===== config.mk =====
export PLATFORM = sky130hd
export DESIGN_NAME = idll_front
export DESIGN_NICKNAME = d
export VERILOG_FILES = /design/src/hdl/idll_pkg.sv /design/src/hdl/idll_front.sv
export SDC_FILE = /design/constraint.sdc
export NUM_CORES = 1
export LEC_CHECK = 0
export BUFFER_PORTS_ARGS = -buffer_cell sky130_fd_sc_hd__clkbuf_2
export CORE_MARGIN = 2
export CORE_UTILIZATION = 45
export DETAILED_ROUTE_END_ITERATION = 12
export MAX_ROUTING_LAYER = met4
export PLACE_DENSITY = 0.73
export SYNTH_ARGS = -nofsm -noshare
export SYNTH_HDL_FRONTEND = slang
export SYNTH_SLANG_ARGS = --single-unit

===== constraint.sdc =====
create_clock -name aclk -period 2.2 [get_ports aclk]
set_input_delay 0.11 -clock aclk [delete_from_list [all_inputs] [get_ports aclk]]
set_output_delay 0.11 -clock aclk [all_outputs]
set_load 0.03 [all_outputs]

===== src/hdl/idll_pkg.sv =====
`timescale 1ns / 1ps
// Shared types, codes and helpers for the indexed doubly linked list block.
// No dependencies; every other file of the block but idll_ram imports this package.
package idll_pkg;

    // Width of a node number on the ports and in the link memories
    localparam int NODE_W        = 10;
    // Default node count (memory depth)
    localparam int NODES_DEFAULT = 1024;
    // Stream widths, fields packed from bit 0 and padded to whole bytes
    localparam int S_TDATA_W     = 24;
    localparam int S_TUSER_W     = 2;
    localparam int M_TDATA_W     = 24;
    localparam int M_TUSER_W     = 1;

    typedef enum logic [1:0] {
        OP_INS_RIGHT = 2'd0,
        OP_INS_LEFT  = 2'd1,
        OP_DELETE    = 2'd2,
        OP_QUERY     = 2'd3
    } op_t;

    localparam logic STATUS_DONE    = 1'b0;
    localparam logic STATUS_IGNORED = 1'b1;

    // Class of a request as decided by the front part
    typedef enum logic [2:0] {
        CLS_ZERO,    // out of range: all-zero result, no access
        CLS_REPORT,  // report the anchor's links only
        CLS_INS_R,   // insert right of anchor
        CLS_INS_L,   // insert left of anchor
        CLS_DEL      // delete anchor
    } cls_t;

    typedef struct packed {
        cls_t              cls;
        logic [NODE_W-1:0] anchor;
        logic [NODE_W-1:0] new_node;
    } cmd_t;

    function automatic logic node_in_range(input logic [NODE_W-1:0] node, input int nodes);
        return (32'(node) < 32'(nodes));
    endfunction

endpackage


===== src/hdl/idll_front.sv =====
`timescale 1ns / 1ps
// Front part: accepts requests, classifies them and holds them in a two-entry queue.
// Depends on idll_pkg.
module idll_front #(
    parameter int NODES = idll_pkg::NODES_DEFAULT
) (
    input  logic                      aclk,
    input  logic                      aresetn,
    input  logic                      enable,
    input  logic                      s_valid,
    output logic                      s_ready,
    input  logic [1:0]                s_op,
    input  logic [idll_pkg::NODE_W-1:0] s_anchor,
    input  logic [idll_pkg::NODE_W-1:0] s_new_node,
    output logic                      cmd_valid,
    output idll_pkg::cmd_t            cmd,
    input  logic                      cmd_pop
);
    import idll_pkg::*;

    cmd_t       entry_reg [2];
    logic       wr_ptr_reg, wr_ptr_next;
    logic       rd_ptr_reg, rd_ptr_next;
    logic [1:0] count_reg, count_next;
    cmd_t       cls_cmd;
    op_t        op;
    logic       push;
    logic       pop;

    assign op = op_t'(s_op);

    // Classify the request
    always_comb begin
        cls_cmd.anchor   = s_anchor;
        cls_cmd.new_node = s_new_node;
        priority if (!node_in_range(s_anchor, NODES)) begin
            cls_cmd.cls = CLS_ZERO;
        end else if ((op == OP_INS_RIGHT || op == OP_INS_LEFT) && s_new_node != '0) begin
            if (!node_in_range(s_new_node, NODES)) begin
                cls_cmd.cls = CLS_ZERO;
            end else if (op == OP_INS_RIGHT) begin
                cls_cmd.cls = CLS_INS_R;
            end else begin
                cls_cmd.cls = CLS_INS_L;
            end
        end else if (op == OP_DELETE && s_anchor != '0) begin
            cls_cmd.cls = CLS_DEL;
        end else begin
            cls_cmd.cls = CLS_REPORT;
        end
    end

    assign s_ready   = enable && (count_reg != 2'd2);
    assign push      = s_valid && s_ready;
    assign cmd_valid = (count_reg != 2'd0);
    assign pop       = cmd_pop && cmd_valid;
    assign cmd       = entry_reg[rd_ptr_reg];

    always_comb begin
        wr_ptr_next = push ? ~wr_ptr_reg : wr_ptr_reg;
        rd_ptr_next = pop  ? ~rd_ptr_reg : rd_ptr_reg;
        unique case ({push, pop})
            2'b10:   count_next = count_reg + 2'd1;
            2'b01:   count_next = count_reg - 2'd1;
            default: count_next = count_reg;
        endcase
    end

    always_ff @(posedge aclk) begin
        if (!aresetn) begin
            wr_ptr_reg <= 1'b0;
            rd_ptr_reg <= 1'b0;
            count_reg  <= 2'd0;
        end else begin
            wr_ptr_reg <= wr_ptr_next;
            rd_ptr_reg <= rd_ptr_next;
            count_reg  <= count_next;
        end
        if (push) begin
            entry_reg[wr_ptr_reg] <= cls_cmd;
        end
    end

endmodule


==> PnR_summary.wiki <==
{| class="wikitable"
! Metric !! Value
|-
| Worst vdd rail ir drop || 579 uV
|-
| Time the worst path needs with I/O delays and setup || 1.64 ns
|-
| Sequential area share after synthesis || roughly three quarters
|-
| Total Negative Setup Slacks || 0 ns
|-
| Area share of xor/xnor cells in the synthesized design || between 1 and 1.5%
|-
| Least-Margin Pin Slew || about 0.47 ns
|-
| Biggest fanout along the worst timing path || 5
|-
| Required time at the endpoint of the critical path || 2.43 ns
|-
| CTS hold repair buffers || 0
|-
| P_leak || 0.899 nW
|-
| Antenna Violating Nets Remaining || 0
|-
| Metal1 wirelength || 1.48 mm
|-
| Worst setup path startpoint || count_reg[0]$_SDFFE_PN0P_
|-
| Final worst-path setup slack || 0.563 ns
|-
| Num ports || 52
|-
| Remaining DRCs || 0
|-
| Final HPWL from detailed placement || 2.52 mm
|-
| Largest family of logic cells by synthesized area || multiplexers
|-
| Synthesis-to-finish area growth || 21.7%
|-
| Number of buffers inserted by post-CTS setup repair || 0
|-
| Number of sinks handled by clock tree synthesis || 51
|-
| Final Net Count || ~200
|-
| Via count of the first global-routing pass || between 1000 and 1500
|-
| Area fraction in compound gates after synthesis || 2.82%
|-
| Min Hold Slack || ~0.017 ns
|-
| Startpoint of the tightest hold check path || s_anchor[2]
|-
| Adder-Cell Fraction of Synth Area || 0.641%
|-
| Share of cells above drive strength 1 || between 50% and 60%
|-
| Max Cap Viol || 0
|-
| Avg Cell Area, Syn || between 15 and 20 um^2
|-
| Met3 routed WL || 182 um
|-
| FF+latch count, synth || just over 50
|-
| Max frequency || around 0.61 GHz
|-
| Worst-Skew Late Latency || 0.29 ns
|-
| Simple-gate portion of the synthesized area || 4.80%
|-
| Setup repair after global routing missed its margin || false
|-
| Root buf cell || sky130_fd_sc_hd__clkbuf_8
|-
| Core Footprint || 0.00409 mm^2
|-
| Starting DRC count in detailed routing || 52
|-
| Total detailed-routing wirelength || 3.44 mm
|-
| Width of the die || 69.9 um
|-
| Wirelength per Cell || 15.6 um
|-
| Number of detailed-route iterations in the first pass || 4
|-
| Relative max-transition margin || around 68%
|-
| Net count after synthesis || 138
|-
| Worst Path Class, Setup || flip-flop to flip-flop
|-
| Total number of yosys warnings || 0
|-
| Pins Over Slew Limit || 0
|-
| Total of cells resized after clock tree synthesis || 0
|-
| Number of hold violations in the final report || 0
|-
| Kind of start point of the critical path || flip-flop
|-
| Final weighted congestion in routability-driven placement || 0.717
|-
| Startpoint of the worst-slack reg-to-reg timing path || count_reg[0]$_SDFFE_PN0P_
|-
| Biggest area consumer among synthesized cells || sky130_fd_sc_hd__edfxtp_1
|-
| Total GRT Usage || 15.8%
|-
| Area share of the leading cell type in the synthesized netlist || a little over two thirds
|-
| Number of buffers added by the clock tree synthesis step || 5
|-
| Data arrival time at the worst-slack endpoint || between 1.5 and 2 ns
|-
| IO buf count || 51
|-
| Layout Skew || 0.00242 ns
|-
| Post-detailed-route via-to-cell ratio || between 5 and 6
|-
| First-pass GRT wire length || 5.79 mm
|-
| DIE HEIGHT || 69.9 um
|-
| WL met2 || approximately 1.8 mm
|-
| Clk pin slew, worst setup/hold paths || 0.08 ns
|-
| Setup Viol. Count Final || 0
|-
| Element type at the critical path end || flip-flop
|-
| Post-synthesis cell type count || 24
|-
| Status || finished, final reports clean
|-
| Synthesized netlist cell count || 110
|-
| H-tree depth reported by CTS || 2
|-
| Max layer used || met4
|-
| Area of the die || 0.00488 mm^2
|-
| DP Worst Slack || ~0.56 ns
|-
| Worst min-delay path category || input port to flip-flop
|-
| Global-route congestion overflow total || 0
|-
| Fraction of synthesized area in multiplexers || 13.3%
|-
| TritonCTS clock tree || yes
|-
| Initial antenna violation count || 0
|-
| Power per cell area || 1060 mW/mm^2
|-
| Largest register FFs || 46
|-
| Total inserted antenna cells || 0
|-
| Part of the cycle the worst path needs || 74.4%
|-
| Row count || 23
|-
| Final standard cell utilization of the core || 58.2%
|-
| Initial Util || 47.8%
|-
| DR vias || 1133
|-
| Biggest area contributors in the synthesized netlist || sky130_fd_sc_hd__edfxtp_1 (71%), sky130_fd_sc_hd__mux2_2 (13%), sky130_fd_sc_hd__dfxtp_1 (5.1%)
|-
| Largest net degree at the start of global routing || 24
|-
| Deepest clock path buffer count || 2
|-
| Syn Std Cell Area || around 0.0020 mm^2
|}
==> cell type report <==
class                   instances  area (um^2)
repair buffers                 54          278
clock buffers                   7         86.3
flip-flops and latches         51         1480
fillers                       330         1710
multi-input cells              53          449
clock inverters                 1         5.00
inverters                       4         15.0
well taps                      50         62.6
==> worst max-delay path: stages, from the launching register on <==
cell	delay, ns
sky130_fd_sc_hd__dfxtp_1	0.42
sky130_fd_sc_hd__nand2b_1	0.20
sky130_fd_sc_hd__nand3_1	0.13
sky130_fd_sc_hd__ha_1	0.34
sky130_fd_sc_hd__or3_1	0.35
sky130_fd_sc_hd__a21oi_1	0.14
==> through the flow <==
| stage | cell area, um^2 | cells | power [mW] |
|---|---|---|---|
| final | 2380 | 220 | 2.51 |
| after global routing | 2380 | 220 | 2.64 |
| after CTS | 2380 | 220 | 2.54 |
| after detailed placement | 2290 | 212 | 2.01 |
| after global placement | 2290 | 212 | 1.99 |
| after floorplan | 1950 | 110 | 1.79 |
==> worst paths after layout <==
path	end	slack, ns	depth (start not counted)
min reg2reg	count_reg[1]$_SDFFE_PN0P_	0.52	2
max reg2reg	count_reg[1]$_SDFFE_PN0P_	0.56	5
max	count_reg[1]$_SDFFE_PN0P_	0.56	5
min	entry_reg[0][12]$_DFFE_PP_	0.02	1
==> cell usage in the layout, fill, tap and decap left out, drive strengths merged, types with 2 or more instances in the layout <==
master  count
buf         3
nor2        6
mux2       23
nand4       2
xnor2       2
a21oi       2
edfxtp     46
inv         4
dfxtp       5
clkbuf     58
nor4        4
==> cell families after synthesis <==
kind of cell / Yosys count
buf+inv: 6
mux: 23
compound gates: 8
fa+ha+maj: 1
flops: 51
simple gates: 18
xor+xnor: 3
==> power by group <==
part / total, mW / leakage [nW] / internal (mW) / switching (mW)
Sequential: 1.18 / 0.463 / 1.14 / 0.0358
Combinational: 0.804 / 0.388 / 0.299 / 0.504
Clock: 0.530 / 0.0482 / 0.254 / 0.276
Total: 2.51 / 0.899 / 1.70 / 0.816
==> per-layer routing <==
metal / vias to the layer above / GRT usage (%)
li1: 545 / -
met1: 552 / 19.1
met2: 34 / 26.6
met3: 2 / 5.05
met4: 0 / 2.56
met5: - / -
==> Yosys cell counts <==
| library cell | n |
|---|---|
| sky130_fd_sc_hd__and2_1 | 1 |
| sky130_fd_sc_hd__nor4_1 | 4 |
| sky130_fd_sc_hd__xor2_1 | 1 |
| sky130_fd_sc_hd__a31oi_1 | 1 |
| sky130_fd_sc_hd__a31o_2 | 1 |
| sky130_fd_sc_hd__or3_1 | 1 |
| sky130_fd_sc_hd__nand2b_1 | 1 |
| sky130_fd_sc_hd__a21oi_1 | 2 |
| sky130_fd_sc_hd__dfxtp_1 | 5 |
| sky130_fd_sc_hd__ha_1 | 1 |
| sky130_fd_sc_hd__xnor2_1 | 2 |
| sky130_fd_sc_hd__nand3_1 | 1 |
| sky130_fd_sc_hd__buf_2 | 2 |
| sky130_fd_sc_hd__nand4_1 | 2 |
| sky130_fd_sc_hd__o21a_1 | 1 |
| sky130_fd_sc_hd__a311oi_1 | 1 |
| sky130_fd_sc_hd__nand2_1 | 1 |
| sky130_fd_sc_hd__nor2_1 | 6 |
| sky130_fd_sc_hd__inv_1 | 4 |
| sky130_fd_sc_hd__o21ai_0 | 1 |
| sky130_fd_sc_hd__a41oi_1 | 1 |
| sky130_fd_sc_hd__edfxtp_1 | 46 |
| sky130_fd_sc_hd__or2_2 | 1 |
| sky130_fd_sc_hd__mux2_2 | 23 |
No activity file was read; power rests on OpenSTA's default activity.
